<file path="config.mk">
export PLATFORM = sky130hd
export DESIGN_NAME = wrtc_tier_calc
export DESIGN_NICKNAME = d
export VERILOG_FILES = /design/src/rtl/core/wrtc_pkg.sv /design/src/rtl/core/wrtc_tier_calc.sv
export SDC_FILE = /design/constraint.sdc
export NUM_CORES = 2
export LEC_CHECK = 0
export BUFFER_PORTS_ARGS = -buffer_cell sky130_fd_sc_hd__buf_2
export CAP_MARGIN = 20
export CORE_MARGIN = 2
export CORE_UTILIZATION = 38
export CTS_BUF_LIST = sky130_fd_sc_hd__clkbuf_16
export CTS_CLUSTER_SIZE = 20
export DETAILED_ROUTE_END_ITERATION = 10
export SYNTH_ARGS = -nofsm -noshare
export SYNTH_HDL_FRONTEND = slang
export SYNTH_SLANG_ARGS = --single-unit
</file>
<file path="constraint.sdc">
create_clock -name clk -period 17.8 [get_ports clk]
set_input_delay 4.45 -clock clk [delete_from_list [all_inputs] [get_ports clk]]
set_output_delay 4.45 -clock clk [all_outputs]
set_load 0.02 [all_outputs]
</file>
<file path="src/rtl/core/wrtc_pkg.sv">
package wrtc_pkg;

  // Geometry of the sample history.
  localparam int RING_DEPTH  = 6;
  localparam int NUM_SOURCES = 2;
  localparam int SRC_W       = 1;
  localparam int IDX_W       = $clog2(RING_DEPTH);
  localparam int CNT_W       = $clog2(RING_DEPTH + 1);
  localparam int EXT_W       = CNT_W + 1;
  localparam int MEM_DEPTH   = NUM_SOURCES * RING_DEPTH;
  localparam int ADDR_W      = $clog2(MEM_DEPTH);

  // Field widths.
  localparam int TIME_W  = 32;
  localparam int PCT_W   = 15;
  localparam int RATE_W  = 16;
  localparam int TIER_W  = 2;
  localparam int ENTRY_W = TIME_W + PCT_W;

  // 60000 ms per minute, times 4 to line up Q.10 rates with Q7.8 percent.
  localparam int MS_PER_MIN_X4 = 240000;
  localparam int SCALE_W       = 18;
  localparam int LHS_W         = PCT_W + SCALE_W;
  localparam int RHS_W         = RATE_W + TIME_W;

  // Configuration port.
  localparam int CFG_IDX_W  = 3;
  localparam int CFG_DATA_W = 32;

  typedef enum logic [CFG_IDX_W-1:0] {
    CFG_TIER1_RATE    = 3'd0,
    CFG_TIER2_RATE    = 3'd1,
    CFG_TIER3_RATE    = 3'd2,
    CFG_SPAN_FLOOR_MS = 3'd3,
    CFG_RESTART_DROP  = 3'd4
  } cfg_reg_t;

  typedef enum logic [TIER_W-1:0] {
    TIER_IDLE   = 2'd0,
    TIER_NORMAL = 2'd1,
    TIER_ACTIVE = 2'd2,
    TIER_HEAVY  = 2'd3
  } tier_t;

  typedef struct packed {
    logic [RATE_W-1:0] tier1_rate;
    logic [RATE_W-1:0] tier2_rate;
    logic [RATE_W-1:0] tier3_rate;
    logic [TIME_W-1:0] span_floor_ms;
  } tier_cfg_t;

  // Span of one source's history after the new sample went in.
  typedef struct packed {
    logic [SRC_W-1:0]  src;
    logic [TIME_W-1:0] dt;
    logic [PCT_W-1:0]  dp;
    logic              enough;
    logic              restarted;
  } span_rec_t;

  function automatic logic [ADDR_W-1:0] ring_addr(logic [SRC_W-1:0] src,
                                                  logic [IDX_W-1:0] idx);
    return ADDR_W'(ADDR_W'(src) * ADDR_W'(RING_DEPTH) + ADDR_W'(idx));
  endfunction

endpackage

</file>
<file path="src/rtl/core/wrtc_tier_calc.sv">
module wrtc_tier_calc
  import wrtc_pkg::*;
(
  input  logic              clk,
  input  logic              rst_n,
  input  logic              span_valid,
  input  span_rec_t         span,
  output logic              span_ready,
  input  tier_cfg_t         cfg,
  output logic              out_valid,
  input  logic              out_stall,
  output logic [SRC_W-1:0]  out_source_out,
  output logic [TIER_W-1:0] out_rate_tier,
  output logic              out_restarted
);

  logic              b_valid_r;
  logic [SRC_W-1:0]  b_src_r;
  logic              b_restarted_r;
  logic              b_ok_r;
  logic [TIME_W-1:0] b_dt_r;
  logic [PCT_W-1:0]  b_dp_r;

  logic              c_valid_r;
  logic [SRC_W-1:0]  c_src_r;
  logic              c_restarted_r;
  logic              c_ok_r;
  logic [LHS_W-1:0]  c_lhs_r;
  logic [RHS_W-1:0]  c_rhs1_r;
  logic [RHS_W-1:0]  c_rhs2_r;
  logic [RHS_W-1:0]  c_rhs3_r;

  logic              out_valid_r;
  logic [SRC_W-1:0]  out_src_r;
  tier_t             out_tier_r;
  logic              out_restarted_r;

  logic              en_out;
  logic              en_c;
  logic              en_b;
  logic [RHS_W-1:0]  lhs_ext;
  tier_t             tier;

  assign en_out     = !out_valid_r || !out_stall;
  assign en_c       = !c_valid_r || en_out;
  assign en_b       = !b_valid_r || en_c;
  assign span_ready = en_b;

  // Thresholds are tested in order; the first one the rate is below wins.
  always_comb begin
    lhs_ext = RHS_W'(c_lhs_r);
    if (!c_ok_r) begin
      tier = TIER_IDLE;
    end else if (lhs_ext < c_rhs1_r) begin
      tier = TIER_IDLE;
    end else if (lhs_ext < c_rhs2_r) begin
      tier = TIER_NORMAL;
    end else if (lhs_ext < c_rhs3_r) begin
      tier = TIER_ACTIVE;
    end else begin
      tier = TIER_HEAVY;
    end
  end

  always_ff @(posedge clk) begin
    if (!rst_n) begin
      b_valid_r   <= 1'b0;
      c_valid_r   <= 1'b0;
      out_valid_r <= 1'b0;
    end else begin
      if (en_b) begin
        b_valid_r <= span_valid;
      end
      if (en_c) begin
        c_valid_r <= b_valid_r;
      end
      if (en_out) begin
        out_valid_r <= c_valid_r;
      end
    end
  end

  always_ff @(posedge clk) begin
    if (en_b && span_valid) begin
      b_src_r       <= span.src;
      b_restarted_r <= span.restarted;
      b_ok_r        <= span.enough && (span.dt >= cfg.span_floor_ms);
      b_dt_r        <= span.dt;
      b_dp_r        <= span.dp;
    end
    if (en_c && b_valid_r) begin
      c_src_r       <= b_src_r;
      c_restarted_r <= b_restarted_r;
      c_ok_r        <= b_ok_r;
      c_lhs_r       <= LHS_W'(b_dp_r) * LHS_W'(MS_PER_MIN_X4);
      c_rhs1_r      <= RHS_W'(cfg.tier1_rate) * RHS_W'(b_dt_r);
      c_rhs2_r      <= RHS_W'(cfg.tier2_rate) * RHS_W'(b_dt_r);
      c_rhs3_r      <= RHS_W'(cfg.tier3_rate) * RHS_W'(b_dt_r);
    end
    if (en_out && c_valid_r) begin
      out_src_r       <= c_src_r;
      out_tier_r      <= tier;
      out_restarted_r <= c_restarted_r;
    end
  end

  assign out_valid      = out_valid_r;
  assign out_source_out = out_src_r;
  assign out_rate_tier  = out_tier_r;
  assign out_restarted  = out_restarted_r;

`ifndef SYNTH
  a_restart_idle: assert property (@(posedge clk) disable iff (!rst_n)
    (out_valid && out_restarted) |-> (out_rate_tier == TIER_IDLE))
    else $error("restarted source reported a nonzero tier");
`endif

endmodule

</file>
==> impl_metrics.toml <==
[clock_network]
clkTransAtPathRegs_ns = 0.05
cts_setup_buffers = 0
root_buffer = "clkbuf_16"
insertion_delay_ns = 0.60
cts.sink_count = 230
ctsResizeCount = 0
cts_buffers = 36
cts_tree = "yes"
cts_max_level = 2
cts_hold_buf = 0
clockBufferDepth = 3

[critical_path]
cpMostUsedCell = "fa_1"
startpoint_type = "input port"
crit_slowest_cell = "a2111oi_0"
worst_ep_required_time_ns = 18.12
worst-endpoint-arrival_ns = 11.32
critPathMaxStageDelay_ns = 0.62
endpoint_kind = "flop"
worstSetupPathType = "input port to flop"
crit_chain = "buf_2 -> nand2_1 -> fa_1 -> inv_1 -> fa_1 -> fa_1 -> fa_1 -> fa_1 -> inv_1 -> fa_1 -> inv_1 -> ha_1 -> a21oi_1 -> o21ai_0 -> a2111oi_0 -> a211oi_1 -> a21oi_1 -> nand2_1 -> o21ai_1 -> o21ai_0 -> o221a_2 -> xnor2_1"
crit_buf_inv = 4
crit_fanout = 32
crit_family = "adder cells"

[global_route]
grt_pass1_wl_um = 252000
grt_pass1_vias = 47073
track_usage_pct = 19.3
antenna_found_initial = 15
grt_max_degree = 78
grt_overflow_total = 0

[layout]
drive_above_1_share_pct = 4.17
multi_input_comb_area_um2 = 47400
nets = 8439
area_growth_pct = 6.08
fillers = 15896
regArea_um2 = 6880

[logic_synthesis]
synthCells = 6551
syn_area_per_cell_um2 = 9.34
yosysWarningCount = 0
ys_seq_area_share_pct = 11.2
synth_edf_count = 227
ys_seq_elements = 230
syn_area_um2 = 61200
ys.flop_type = "edfxtp_1"
syn-num-nets = 8540
yosysUniqueCellTypes = 77
synthArstFlopShare_pct = 0

[placement]
dp_hpwl_um = 118000
io_buffers = 139
place_congestion = 0.875

[route]
num_vias = 43114
drcViolationCount = 0
firstDrtPassIters = 6
wirelength_um = 151000
dr.first_iter.drc_count = 2428
vias_per_cell = 4.99
wl_per_cell_um = 17.5
ant_nets = 0

[sta]
fmax_mhz = 90.9
post-route-min-period_ns = 11.00
setup_tns_ns = 0
hold_viol = 0
tightest_slew_ns = 1.04
setup_viol = 0
period_share_pct = 61.8
slew_headroom_pct = 30.3
skew_ns = 0.0350
rsz0062_at_grt = "false"
drv_slew = 0

[die]
design.core.area_um2 = 160000
die_x_um = 405
rows = 147
ios = 140
die_y_um = 405
start_util_pct = 38.2
die_area_um2 = 164000

[status]
status = "finished, final reports clean"

[worst_hold_path]
hold_path.class = "flop to flop"

[run]
drv_cap = 0
-- layer usage --
metal  vias to the layer above  share of wire, %  GRT usage [%]
met5                         -             0.083              0
met4                        20               2.5           4.90
met3                       191               5.3           2.60
met2                      1067                49           32.6
met1                     22391                44           26.1
li1                      19445                 -              -
-- metrics by stage --
stage	hold slack, ns	utilization, %	setup WS, ns	cells	area (um2)
after detailed placement	0.406	39.8	6.36	8571	63700
after CTS	0.419	40.5	6.95	8636	64900
after floorplan	0.400	-	4.77	6551	61200
after global routing	0.423	40.5	6.40	8638	64900
after global placement	0.402	39.8	6.43	8571	63700
final	0.416	40.5	6.80	8639	64900
-- layout make-up --
class,count,share of cell area (%)
clock inverter,29,0.395
multi-input combinational,4486,73.1
timing repair buffer,188,1.66
tap,2160,4.16
antenna,2,0.00771
clock buffer,36,1.39
sequential,230,10.6
inverter,1508,8.72
-- final timing paths --
check                                from                      end  slack, ns  depth (start not counted)
setup / recovery                  cfg[39]   c_rhs3_r[47]$_DFFE_PP_       6.80                         22
hold reg to reg   b_restarted_r$_DFFE_PP_  c_restarted_r$_DFFE_PP_       0.42                          0
setup reg to reg     b_dt_r[15]$_DFFE_PP_   c_rhs3_r[47]$_DFFE_PP_      10.01                         22
hold / removal    b_restarted_r$_DFFE_PP_  c_restarted_r$_DFFE_PP_       0.42                          0
-- synthesized netlist by cell type (34+ instances only) --
master / count / area, um2
a21oi_1: 172 / 861
nand4_1: 34 / 213
fa_1: 1310 / 26200
a21o_1: 144 / 1080
nand3_1: 35 / 175
nor2_1: 85 / 319
xor2_1: 42 / 368
nand2_1: 983 / 3690
edfxtp_1: 227 / 6820
o21ai_0: 69 / 345
clkbuf_1: 315 / 1180
xnor2_1: 111 / 972
and2_1: 644 / 4030
ha_1: 545 / 6820
inv_1: 1508 / 5660
-- cells by family after synthesis --
kind of cell	synth area share (%)
XOR/XNOR	2.19
buffers and inverters	11.3
AO/OA/AOI/OAI	6.21
adder cells (fa/ha/maj)	54.0
flip-flops	11.2
multiplexers	0.0491
AND/OR/NAND/NOR	15.1
-- registers in the layout, summed over array words and instances (netlist names), 2 cells and up --
name / cells
c_lhs_r: 26
out_rate_tier: 2
b_dp_r: 15
c_rhs3_r: 48
c_rhs2_r: 48
b_dt_r: 32
c_rhs1_r: 48
-- cell usage in the layout (no fill, tap or decap), types with 34 or more instances in the layout --
cell type,n
nand3_1,35
nor2_1,85
clkbuf_16,36
inv_1,1512
xnor2_1,111
edfxtp_1,227
nand2_1,983
nand4_1,34
and2_1,643
o21ai_0,68
buf_4,48
xor2_1,42
ha_1,545
fa_1,1310
buf_2,139
a21o_1,144
a21oi_1,172
Power is not shown: default switching activity piles up to over one toggle a cycle in this logic, so the estimate is an artifact.
