[config.mk]
export PLATFORM = sky130hd
export DESIGN_NAME = wrtc_hist_ctrl
export DESIGN_NICKNAME = d
export VERILOG_FILES = /design/src/rtl/core/wrtc_pkg.sv /design/src/rtl/core/wrtc_ring_ram.sv /design/src/rtl/core/wrtc_hist_ctrl.sv
export SDC_FILE = /design/constraint.sdc
export NUM_CORES = 1
export LEC_CHECK = 0
export BUFFER_PORTS_ARGS = -buffer_cell sky130_fd_sc_hd__buf_2
export CAP_MARGIN = 20
export CORE_UTILIZATION = 60
export DETAILED_ROUTE_END_ITERATION = 16
export MAX_ROUTING_LAYER = met4
export PLACE_DENSITY = 0.83
export SLEW_MARGIN = 20
export SYNTH_ARGS = -nofsm -noshare
export SYNTH_HDL_FRONTEND = slang
export SYNTH_HIERARCHICAL = 1
export SYNTH_SLANG_ARGS = --single-unit
[constraint.sdc]
create_clock -name clk -period 15.8 [get_ports clk]
set_input_delay 1.58 -clock clk [delete_from_list [all_inputs] [get_ports clk]]
set_output_delay 1.58 -clock clk [all_outputs]
set_load 0.02 [all_outputs]
[src/rtl/core/wrtc_pkg.sv]
package wrtc_pkg;

  // Geometry of the sample history.
  localparam int RING_DEPTH  = 6;
  localparam int NUM_SOURCES = 2;
  localparam int SRC_W       = 1;
  localparam int IDX_W       = $clog2(RING_DEPTH);
  localparam int CNT_W       = $clog2(RING_DEPTH + 1);
  localparam int EXT_W       = CNT_W + 1;
  localparam int MEM_DEPTH   = NUM_SOURCES * RING_DEPTH;
  localparam int ADDR_W      = $clog2(MEM_DEPTH);

  // Field widths.
  localparam int TIME_W  = 32;
  localparam int PCT_W   = 15;
  localparam int RATE_W  = 16;
  localparam int TIER_W  = 2;
  localparam int ENTRY_W = TIME_W + PCT_W;

  // 60000 ms per minute, times 4 to line up Q.10 rates with Q7.8 percent.
  localparam int MS_PER_MIN_X4 = 240000;
  localparam int SCALE_W       = 18;
  localparam int LHS_W         = PCT_W + SCALE_W;
  localparam int RHS_W         = RATE_W + TIME_W;

  // Configuration port.
  localparam int CFG_IDX_W  = 3;
  localparam int CFG_DATA_W = 32;

  typedef enum logic [CFG_IDX_W-1:0] {
    CFG_TIER1_RATE    = 3'd0,
    CFG_TIER2_RATE    = 3'd1,
    CFG_TIER3_RATE    = 3'd2,
    CFG_SPAN_FLOOR_MS = 3'd3,
    CFG_RESTART_DROP  = 3'd4
  } cfg_reg_t;

  typedef enum logic [TIER_W-1:0] {
    TIER_IDLE   = 2'd0,
    TIER_NORMAL = 2'd1,
    TIER_ACTIVE = 2'd2,
    TIER_HEAVY  = 2'd3
  } tier_t;

  typedef struct packed {
    logic [RATE_W-1:0] tier1_rate;
    logic [RATE_W-1:0] tier2_rate;
    logic [RATE_W-1:0] tier3_rate;
    logic [TIME_W-1:0] span_floor_ms;
  } tier_cfg_t;

  // Span of one source's history after the new sample went in.
  typedef struct packed {
    logic [SRC_W-1:0]  src;
    logic [TIME_W-1:0] dt;
    logic [PCT_W-1:0]  dp;
    logic              enough;
    logic              restarted;
  } span_rec_t;

  function automatic logic [ADDR_W-1:0] ring_addr(logic [SRC_W-1:0] src,
                                                  logic [IDX_W-1:0] idx);
    return ADDR_W'(ADDR_W'(src) * ADDR_W'(RING_DEPTH) + ADDR_W'(idx));
  endfunction

endpackage

[src/rtl/core/wrtc_ring_ram.sv]
module wrtc_ring_ram #(
  parameter int DATA_W = 47,
  parameter int DEPTH  = 12,
  parameter int ADDR_W = 4
) (
  input  logic              clk,
  input  logic              we,
  input  logic [ADDR_W-1:0] waddr,
  input  logic [DATA_W-1:0] wdata,
  input  logic              rd_en,
  input  logic [ADDR_W-1:0] raddr_a,
  input  logic [ADDR_W-1:0] raddr_b,
  output logic [DATA_W-1:0] rdata_a,
  output logic [DATA_W-1:0] rdata_b
);

  logic [DATA_W-1:0] mem_r [DEPTH];
  logic [DATA_W-1:0] rd_a_r;
  logic [DATA_W-1:0] rd_b_r;

  always_ff @(posedge clk) begin
    if (we) begin
      mem_r[waddr] <= wdata;
    end
  end

  // Write-first: a read of the entry being written returns the new data.
  always_ff @(posedge clk) begin
    if (rd_en) begin
      rd_a_r <= (we && (waddr == raddr_a)) ? wdata : mem_r[raddr_a];
      rd_b_r <= (we && (waddr == raddr_b)) ? wdata : mem_r[raddr_b];
    end
  end

  assign rdata_a = rd_a_r;
  assign rdata_b = rd_b_r;

endmodule

[src/rtl/core/wrtc_hist_ctrl.sv]
module wrtc_hist_ctrl
  import wrtc_pkg::*;
(
  input  logic              clk,
  input  logic              rst_n,
  input  logic              in_valid,
  output logic              in_stall,
  input  logic [SRC_W-1:0]  in_source,
  input  logic [TIME_W-1:0] in_timestamp_ms,
  input  logic [PCT_W-1:0]  in_usage_pct,
  input  logic [PCT_W-1:0]  restart_drop,
  input  logic              span_ready,
  output logic              span_valid,
  output span_rec_t         span
);

  logic [CNT_W-1:0]  fill_r   [NUM_SOURCES];
  logic [CNT_W-1:0]  fill_nxt [NUM_SOURCES];
  logic [IDX_W-1:0]  wp_r     [NUM_SOURCES];
  logic [IDX_W-1:0]  wp_nxt   [NUM_SOURCES];

  logic              a_valid_r;
  logic [SRC_W-1:0]  a_src_r;
  logic [TIME_W-1:0] a_time_r;
  logic [PCT_W-1:0]  a_pct_r;
  logic [CNT_W-1:0]  a_fill_r;
  logic [IDX_W-1:0]  a_wp_r;

  logic              accept;
  logic              fire_a;
  logic              restart;
  logic [IDX_W-1:0]  wpos;
  logic [IDX_W-1:0]  wp_upd;
  logic [CNT_W-1:0]  fill_upd;
  logic [PCT_W-1:0]  latest_pct;
  logic [TIME_W-1:0] old_time;
  logic [PCT_W-1:0]  old_pct;

  logic [CNT_W-1:0]  eff_fill;
  logic [IDX_W-1:0]  eff_wp;
  logic [CNT_W-1:0]  next_fill;
  logic [IDX_W-1:0]  next_wp;
  logic [EXT_W-1:0]  wp_ext;
  logic [EXT_W-1:0]  fill_ext;
  logic [EXT_W-1:0]  oldest_ext;
  logic [IDX_W-1:0]  latest_idx;
  logic [IDX_W-1:0]  first_idx;

  logic [ENTRY_W-1:0] rd_latest;
  logic [ENTRY_W-1:0] rd_oldest;

  assign in_stall   = a_valid_r && !span_ready;
  assign accept     = in_valid && !in_stall;
  assign fire_a     = a_valid_r && span_ready;
  assign span_valid = a_valid_r;

  // Stage A: restart decision, write slot and the span to the oldest sample.
  always_comb begin
    latest_pct = rd_latest[PCT_W-1:0];
    old_time   = rd_oldest[ENTRY_W-1:PCT_W];
    old_pct    = rd_oldest[PCT_W-1:0];
    restart    = (a_fill_r != '0) &&
                 (({1'b0, a_pct_r} + {1'b0, restart_drop}) < {1'b0, latest_pct});
    wpos       = restart ? '0 : a_wp_r;
    wp_upd     = (wpos == IDX_W'(RING_DEPTH - 1)) ? '0 : wpos + 1'b1;
    if (restart) begin
      fill_upd = CNT_W'(1);
    end else if (a_fill_r == CNT_W'(RING_DEPTH)) begin
      fill_upd = a_fill_r;
    end else begin
      fill_upd = a_fill_r + 1'b1;
    end
    span.src       = a_src_r;
    span.dt        = a_time_r - old_time;
    span.dp        = (a_pct_r > old_pct) ? a_pct_r - old_pct : '0;
    span.enough    = fill_upd >= CNT_W'(2);
    span.restarted = restart;
  end

  // Per-source counters including the word that leaves stage A this cycle,
  // so a word of the same source can follow directly.
  always_comb begin
    for (int i = 0; i < NUM_SOURCES; i++) begin
      fill_nxt[i] = fill_r[i];
      wp_nxt[i]   = wp_r[i];
      if (fire_a && (a_src_r == SRC_W'(i))) begin
        fill_nxt[i] = fill_upd;
        wp_nxt[i]   = wp_upd;
      end
    end
  end

  // Read addresses for the incoming word. The oldest slot assumes no restart;
  // after a restart the span is too short to matter.
  always_comb begin
    eff_fill   = fill_nxt[in_source];
    eff_wp     = wp_nxt[in_source];
    latest_idx = (eff_wp == '0) ? IDX_W'(RING_DEPTH - 1) : eff_wp - 1'b1;
    next_fill  = (eff_fill == CNT_W'(RING_DEPTH)) ? eff_fill : eff_fill + 1'b1;
    next_wp    = (eff_wp == IDX_W'(RING_DEPTH - 1)) ? '0 : eff_wp + 1'b1;
    wp_ext     = EXT_W'(next_wp);
    fill_ext   = EXT_W'(next_fill);
    if (wp_ext >= fill_ext) begin
      oldest_ext = wp_ext - fill_ext;
    end else begin
      oldest_ext = wp_ext + EXT_W'(RING_DEPTH) - fill_ext;
    end
    first_idx = oldest_ext[IDX_W-1:0];
  end

  always_ff @(posedge clk) begin
    if (!rst_n) begin
      a_valid_r <= 1'b0;
      for (int i = 0; i < NUM_SOURCES; i++) begin
        fill_r[i] <= '0;
        wp_r[i]   <= '0;
      end
    end else begin
      if (!in_stall) begin
        a_valid_r <= in_valid;
      end
      for (int i = 0; i < NUM_SOURCES; i++) begin
        fill_r[i] <= fill_nxt[i];
        wp_r[i]   <= wp_nxt[i];
      end
    end
  end

  always_ff @(posedge clk) begin
    if (accept) begin
      a_src_r  <= in_source;
      a_time_r <= in_timestamp_ms;
      a_pct_r  <= in_usage_pct;
      a_fill_r <= eff_fill;
      a_wp_r   <= eff_wp;
    end
  end

  wrtc_ring_ram #(
    .DATA_W (ENTRY_W),
    .DEPTH  (MEM_DEPTH),
    .ADDR_W (ADDR_W)
  ) u_ring_ram (
    .clk     (clk),
    .we      (fire_a),
    .waddr   (ring_addr(a_src_r, wpos)),
    .wdata   ({a_time_r, a_pct_r}),
    .rd_en   (accept),
    .raddr_a (ring_addr(in_source, latest_idx)),
    .raddr_b (ring_addr(in_source, first_idx)),
    .rdata_a (rd_latest),
    .rdata_b (rd_oldest)
  );

`ifndef SYNTH
  a_fill_bound: assert property (@(posedge clk) disable iff (!rst_n)
    a_valid_r |-> (a_fill_r <= CNT_W'(RING_DEPTH)))
    else $error("fill count above ring depth");

  a_wp_tracks_fill: assert property (@(posedge clk) disable iff (!rst_n)
    (a_valid_r && (a_fill_r < CNT_W'(RING_DEPTH))) |-> (a_wp_r == IDX_W'(a_fill_r)))
    else $error("write position out of step with fill count");

  a_restart_short: assert property (@(posedge clk) disable iff (!rst_n)
    (span_valid && span.restarted) |-> !span.enough)
    else $error("restarted history reported as long enough");
`endif

endmodule

==> impl_metrics.json, run 1 <==
{
  "status": "completed",
  "num-nets-final": 2235,
  "fp.dieArea_mm2": 0.0538,
  "critical-path-max-stage-delay_ns": 0.74,
  "cts_setup_buffers": 0,
  "worst_setup_path_end_kind": "register",
  "slew_headroom": 0.320,
  "initial_standard_cell_utilization_of_the_core": 0.613,
  "hold_buffers": 0,
  "report.final.slew_viol_count": 0,
  "detailedRoute.firstIterationViolations": 2056,
  "worstHoldPathType": "reg2reg",
  "syn_nets": 2133,
  "worst-path-max-fanout": 49,
  "area_growth_syn_to_layout_pct": 10.8,
  "cp.required_ns": 16.17,
  "die_w_um": 232,
  "area_of_the_core_mm2": 0.0517,
  "clock_latency_ns": 0.61,
  "drt_first_pass_iters": 7,
  "rsz_0062_raised_after_global_routing": "no",
  "grt_pass1_vias": 19042,
  "holdCritStartpoint": "fill_r[0][4]",
  "hpwl_mm": 40.7,
  "gr-usage-all-layers": 0.294,
  "cp-endpoint": "u_ring_ram/rdata_b[22]",
  "antenna_diode_count": 0,
  "report.power.total_mw": 6.25,
  "setup_total_negative_slack_ns": 0,
  "vias": 18535,
  "max_cap_violations": 0,
  "critical_path.most_common_cell": "sky130_fd_sc_hd__ha_1",
  "final_period_utilization": 0.696,
  "final_critical_path_time_including_i_o_delays_and_setup_ns": 11.00,
  "ios": 119,
  "number_of_antenna_violations_at_the_first_check_in_global_routing": 0,
  "pwr_density_cell_mw_per_mm2": 178,
  "clock-root-buffer": "sky130_fd_sc_hd__clkbuf_16",
  "critPathKind": "in2reg",
  "regToRegStartpoint": "a_pct_r[0]",
  "wl_per_cell_um": 26.6,
  "holdPathStages": 2,
  "report.final.hold_viol_count": 0,
  "portBuffers": 118,
  "highest_ir_drop_seen_on_vdd_v": 0.000177,
  "fin_worst_skew_ns": 0.0205,
  "worst_setup_hold_path_clk_slew_ns": 0.07,
  "count_of_instances_resized_after_the_clock_tree_is_built": 0,
  "cts_made_buffers": 69,
  "cts_htree_levels": 3,
  "rrSetupSlack_ns": 5.01,
  "fin_hold_ws_ns": 0.463,
  "drt_wl_total_mm": 74.6,
  "worstSetupStartpoint": "restart_drop[0]",
  "clk_path_buf_depth": 3,
  "cts_tree": "yes",
  "dieHeight_um": 232,
  "layout-drive-gt1-share": 0.231,
  "grt-ovfl-total": 0,
  "worst_path_max_delay_cell": "sky130_fd_sc_hd__clkinv_2",
  "leakage_nw": 12.4,
  "synthesis.instances": 1970,
  "grt_start_max_net_pins": 60,
  "viasPerCell": 6.61,
  "netlist_area_mm2": 0.0317,
  "drc": 0,
  "worstSetupStartpointType": "primary input",
  "setup_viol_count_final": 0,
  "synthesis.yosys.warnings": 6,
  "r2r_cells": 40,
  "rr_endpoint": "u_ring_ram/rdata_b[22]",
  "synthesis.area_per_instance_um2": 16.1,
  "clkSinkCount": 693,
  "crit_arrival_ns": 11.36,
  "worst_slew_pin_slew_ns": 1.02,
  "global_route_wire_length_before_repair_mm": 113,
  "placement_rows": 83,
  "timing.fmax_mhz": 90.9,
  "globalplace.congestion": 0.845,
  "ant_nets": 0
}
-- state kept, by name, indices dropped and copies added (netlist names) --
name                cells
span_valid              1
a_time_r               32
a_fill_r                3
u_ring_ram/mem_r      564
u_ring_ram/rdata_a     15
fill_r                  6
a_pct_r                15
u_ring_ram/rdata_b     47
wp_r                    6
a_src_r                 1
a_wp_r                  3
-- metal layers --
layer,GRT usage,vias to the layer above,share of wire
li1,-,7874,-
met1,0.368,9324,0.37
met2,0.479,1116,0.50
met3,0.0578,221,0.092
met4,0.105,0,0.032
met5,-,-,0
-- worst max-delay path: cells and delay by family --
kind / cells / cell delay [ns]
AO/OA/AOI/OAI: 12 / 2.51
multiplexers: 1 / 0.42
XOR/XNOR: 4 / 0.72
AND/OR/NAND/NOR: 10 / 1.70
buffers and inverters: 7 / 2.18
adder cells (fa/ha/maj): 7 / 2.15
-- cells in the final DEF, fill, tap and decap left out, types with 39 or more instances in the layout --
cell                        instances
sky130_fd_sc_hd__a21oi_1           66
sky130_fd_sc_hd__a22oi_1           47
sky130_fd_sc_hd__buf_2            118
sky130_fd_sc_hd__clkbuf_16         71
sky130_fd_sc_hd__edfxtp_1         680
sky130_fd_sc_hd__ha_1              88
sky130_fd_sc_hd__inv_1            111
sky130_fd_sc_hd__mux2_2            50
sky130_fd_sc_hd__mux2i_1           57
sky130_fd_sc_hd__mux4_2           160
sky130_fd_sc_hd__nand2_1          136
sky130_fd_sc_hd__nor2_1            64
sky130_fd_sc_hd__o21ai_0           39
sky130_fd_sc_hd__xnor2_1           40
-- metrics by stage --
stage,setup slack (ns),utilization,area (um^2),instances
finish,4.80,0.679,35100,2802
global route,4.12,0.679,35100,2802
CTS,4.84,0.679,35100,2802
detailed placement,4.21,0.636,32900,2681
global placement,4.64,0.636,32900,2681
floorplan,6.40,-,31700,1970
-- report_power, final --
| part | internal, mW | leakage (nW) | switching, mW |
|---|---|---|---|
| Clock | 0.930 | 1.09 | 0.699 |
| Sequential | 2.18 | 6.31 | 0.0648 |
| Combinational | 0.983 | 5.03 | 1.39 |
-- area by class of cell --
type	count	area [um^2]
Clock inverter	37	398
Timing Repair Buffer	146	801
Tap cell	680	851
Inverter	115	440
Sequential cell	693	20700
Clock buffer	84	1830
Multi-Input combinational cell	1047	10100
Fill cell	3239	16600
-- how the worst min path moves through the flow --
| stage | endpoint | slack [ns] |
|---|---|---|
| after floorplan | fill_r[0][4] | 0.44 |
| after global placement | fill_r[0][4] | 0.45 |
| after detailed placement | fill_r[0][4] | 0.45 |
| after CTS | fill_r[0][4] | 0.46 |
| after global routing | fill_r[0][4] | 0.50 |
| final | fill_r[0][4] | 0.46 |
No activity file was read; power rests on OpenSTA's default activity.
==> inputs of run 2 (changes only) <==
--- a/config.mk
+++ b/config.mk
@@ -5,9 +5,10 @@
 export SDC_FILE = /design/constraint.sdc
 export NUM_CORES = 1
 export LEC_CHECK = 0
+export ABC_AREA = 1
 export BUFFER_PORTS_ARGS = -buffer_cell sky130_fd_sc_hd__buf_2
 export CAP_MARGIN = 20
-export CORE_UTILIZATION = 60
+export CORE_UTILIZATION = 57
 export DETAILED_ROUTE_END_ITERATION = 16
 export MAX_ROUTING_LAYER = met4
 export PLACE_DENSITY = 0.83
==> constraint.sdc (replaced) <==
create_clock -name clk -period 9.65 [get_ports clk]
set_input_delay 0.965 -clock clk [delete_from_list [all_inputs] [get_ports clk]]
set_output_delay 0.965 -clock clk [all_outputs]
set_load 0.02 [all_outputs]
==> impl_metrics.json, run 2 <==
{
  "drc": 0,
  "clk_path_buf_depth": 3,
  "die_w_um": 246,
  "portBuffers": 118,
  "cp.required_ns": 10.13,
  "area_growth_syn_to_layout_pct": 9.99,
  "leakage_nw": 15.4,
  "worst_slew_pin_slew_ns": 1.29,
  "fp.dieArea_mm2": 0.0605,
  "clock-root-buffer": "sky130_fd_sc_hd__clkbuf_16",
  "grt_pass1_vias": 24679,
  "viasPerCell": 5.93,
  "clkSinkCount": 693,
  "worst_path_max_delay_cell": "sky130_fd_sc_hd__edfxtp_1",
  "layout_commonest_cell": "sky130_fd_sc_hd__nand2_1",
  "hold_buffers": 0,
  "number_of_antenna_violations_at_the_first_check_in_global_routing": 0,
  "pwr_density_cell_mw_per_mm2": 294,
  "clock_latency_ns": 0.62,
  "final_critical_path_time_including_i_o_delays_and_setup_ns": 8.29,
  "grt_start_max_net_pins": 275,
  "count_of_instances_resized_after_the_clock_tree_is_built": 0,
  "grt-ovfl-total": 0,
  "highest_ir_drop_seen_on_vdd_v": 0.000261,
  "report.final.hold_viol_count": 0,
  "max_reg_flops": 564,
  "cts_made_buffers": 72,
  "rsz_0062_raised_after_global_routing": "no",
  "ios": 119,
  "most-common-layout-cells": "844 x sky130_fd_sc_hd__nand2_1, 680 x sky130_fd_sc_hd__edfxtp_1, 561 x sky130_fd_sc_hd__nand3_1",
  "worst-path-max-fanout": 47,
  "synthesis.area_per_instance_um2": 9.79,
  "max_flop_register": "u_ring_ram/mem_r",
  "num-nets-final": 3640,
  "worstHoldPathType": "reg2reg",
  "global_route_wire_length_before_repair_mm": 136,
  "hpwl_mm": 49.0,
  "drt_wl_total_mm": 88.8,
  "globalplace.congestion": 0.902,
  "synthesis.yosys.warnings": 6,
  "dieHeight_um": 246,
  "cts_htree_levels": 3,
  "layout-drive-gt1-share": 0.0897,
  "drt_first_pass_iters": 6,
  "slew_headroom": 0.138,
  "fin_worst_skew_ns": 0.0254,
  "setup_viol_count_final": 0,
  "rrSetupSlack_ns": 1.36,
  "status": "completed",
  "cts_tree": "yes",
  "cts_setup_buffers": 0,
  "report.power.total_mw": 11.0,
  "syn_nets": 3626,
  "critPathKind": "reg2reg",
  "crit_arrival_ns": 8.77,
  "vias": 25536,
  "critical_path.n_buffers_inverters": 7,
  "critical-path-max-stage-delay_ns": 0.79,
  "synthesis.instances": 3463,
  "antenna_diode_count": 0,
  "worst_setup_path_end_kind": "register",
  "detailedRoute.firstIterationViolations": 3365,
  "setup_total_negative_slack_ns": 0,
  "placement_rows": 89,
  "report.final.slew_viol_count": 0,
  "ant_nets": 0,
  "critical_path.most_common_cell": "sky130_fd_sc_hd__nand2_1",
  "final_period_utilization": 0.859,
  "critical-path-top-delay-family": "simple AND/OR/NAND/NOR gates",
  "timing.fmax_mhz": 121,
  "max_cap_violations": 0,
  "wl_per_cell_um": 20.6,
  "netlist_area_mm2": 0.0339,
  "gr-usage-all-layers": 0.303,
  "initial_standard_cell_utilization_of_the_core": 0.576,
  "worst_setup_hold_path_clk_slew_ns": 0.06,
  "num-fill-cells": 4297,
  "worstSetupStartpointType": "register",
  "area_of_the_core_mm2": 0.0589
}
run 2: cell types whose count changed in the layout (fill, tap and decap cells not counted), moves of 30 or more:
cell,delta
sky130_fd_sc_hd__a22oi_1,-47
sky130_fd_sc_hd__nand2_1,+708
sky130_fd_sc_hd__inv_1,+278
sky130_fd_sc_hd__mux4_2,-160
sky130_fd_sc_hd__mux2i_1,-56
sky130_fd_sc_hd__nand3_1,+548
sky130_fd_sc_hd__o21ai_1,+30
sky130_fd_sc_hd__nor2_1,+150
sky130_fd_sc_hd__o21ai_0,+60
sky130_fd_sc_hd__a21oi_1,+88
sky130_fd_sc_hd__mux2_2,-50
run 2: layout make-up:
class | count | area (um^2) | area share
tap | 773 | 967 | 0.0259
inverter | 405 | 1550 | 0.0415
timing repair buffer | 160 | 1020 | 0.0272
sequential | 693 | 20700 | 0.554
multi-input combinational | 2145 | 10700 | 0.287
clock inverter | 45 | 510 | 0.0137
clock buffer | 85 | 1890 | 0.0508
run 2: routing by layer:
layer / track usage / share of wire
met3: 0.0513 / 0.11
met2: 0.478 / 0.47
met4: 0.146 / 0.047
met1: 0.382 / 0.37
met5: - / 0
run 2: per-stage QoR:
stage                     utilization  std cells  area (um^2)  setup WS (ns)  hold slack, ns
after floorplan                     -       3463        33900           2.74           0.452
after global placement          0.591       4172        34800           1.52           0.466
after detailed placement        0.591       4174        34800           1.21           0.468
after CTS                       0.632       4304        37200           1.42           0.476
after global routing            0.633       4306        37300          0.605           0.503
final                           0.633       4306        37300           1.36           0.479
run 2: worst paths after layout:
| path | start | endpoint | cells past startpoint |
|---|---|---|---|
| worst min-delay path | wp_r[0][5] | wp_r[0][5] | 2 |
| worst max register to register | a_pct_r[1] | u_ring_ram/rdata_b[38] | 45 |
| worst min register to register | wp_r[0][5] | wp_r[0][5] | 2 |
| worst max-delay path | a_pct_r[1] | u_ring_ram/rdata_b[38] | 45 |
run 2: power by group:
group          total (mW)  switching [mW]  internal [mW]
Sequential           3.73           0.136           3.59
Clock                2.84            1.16           1.68
Combinational        4.39            3.03           1.36
run 2: tightest hold or removal path, stage by stage (launching register included):
cell	delay, ns
sky130_fd_sc_hd__dfxtp_1	0.29
sky130_fd_sc_hd__nand2_1	0.07
sky130_fd_sc_hd__a21oi_1	0.06
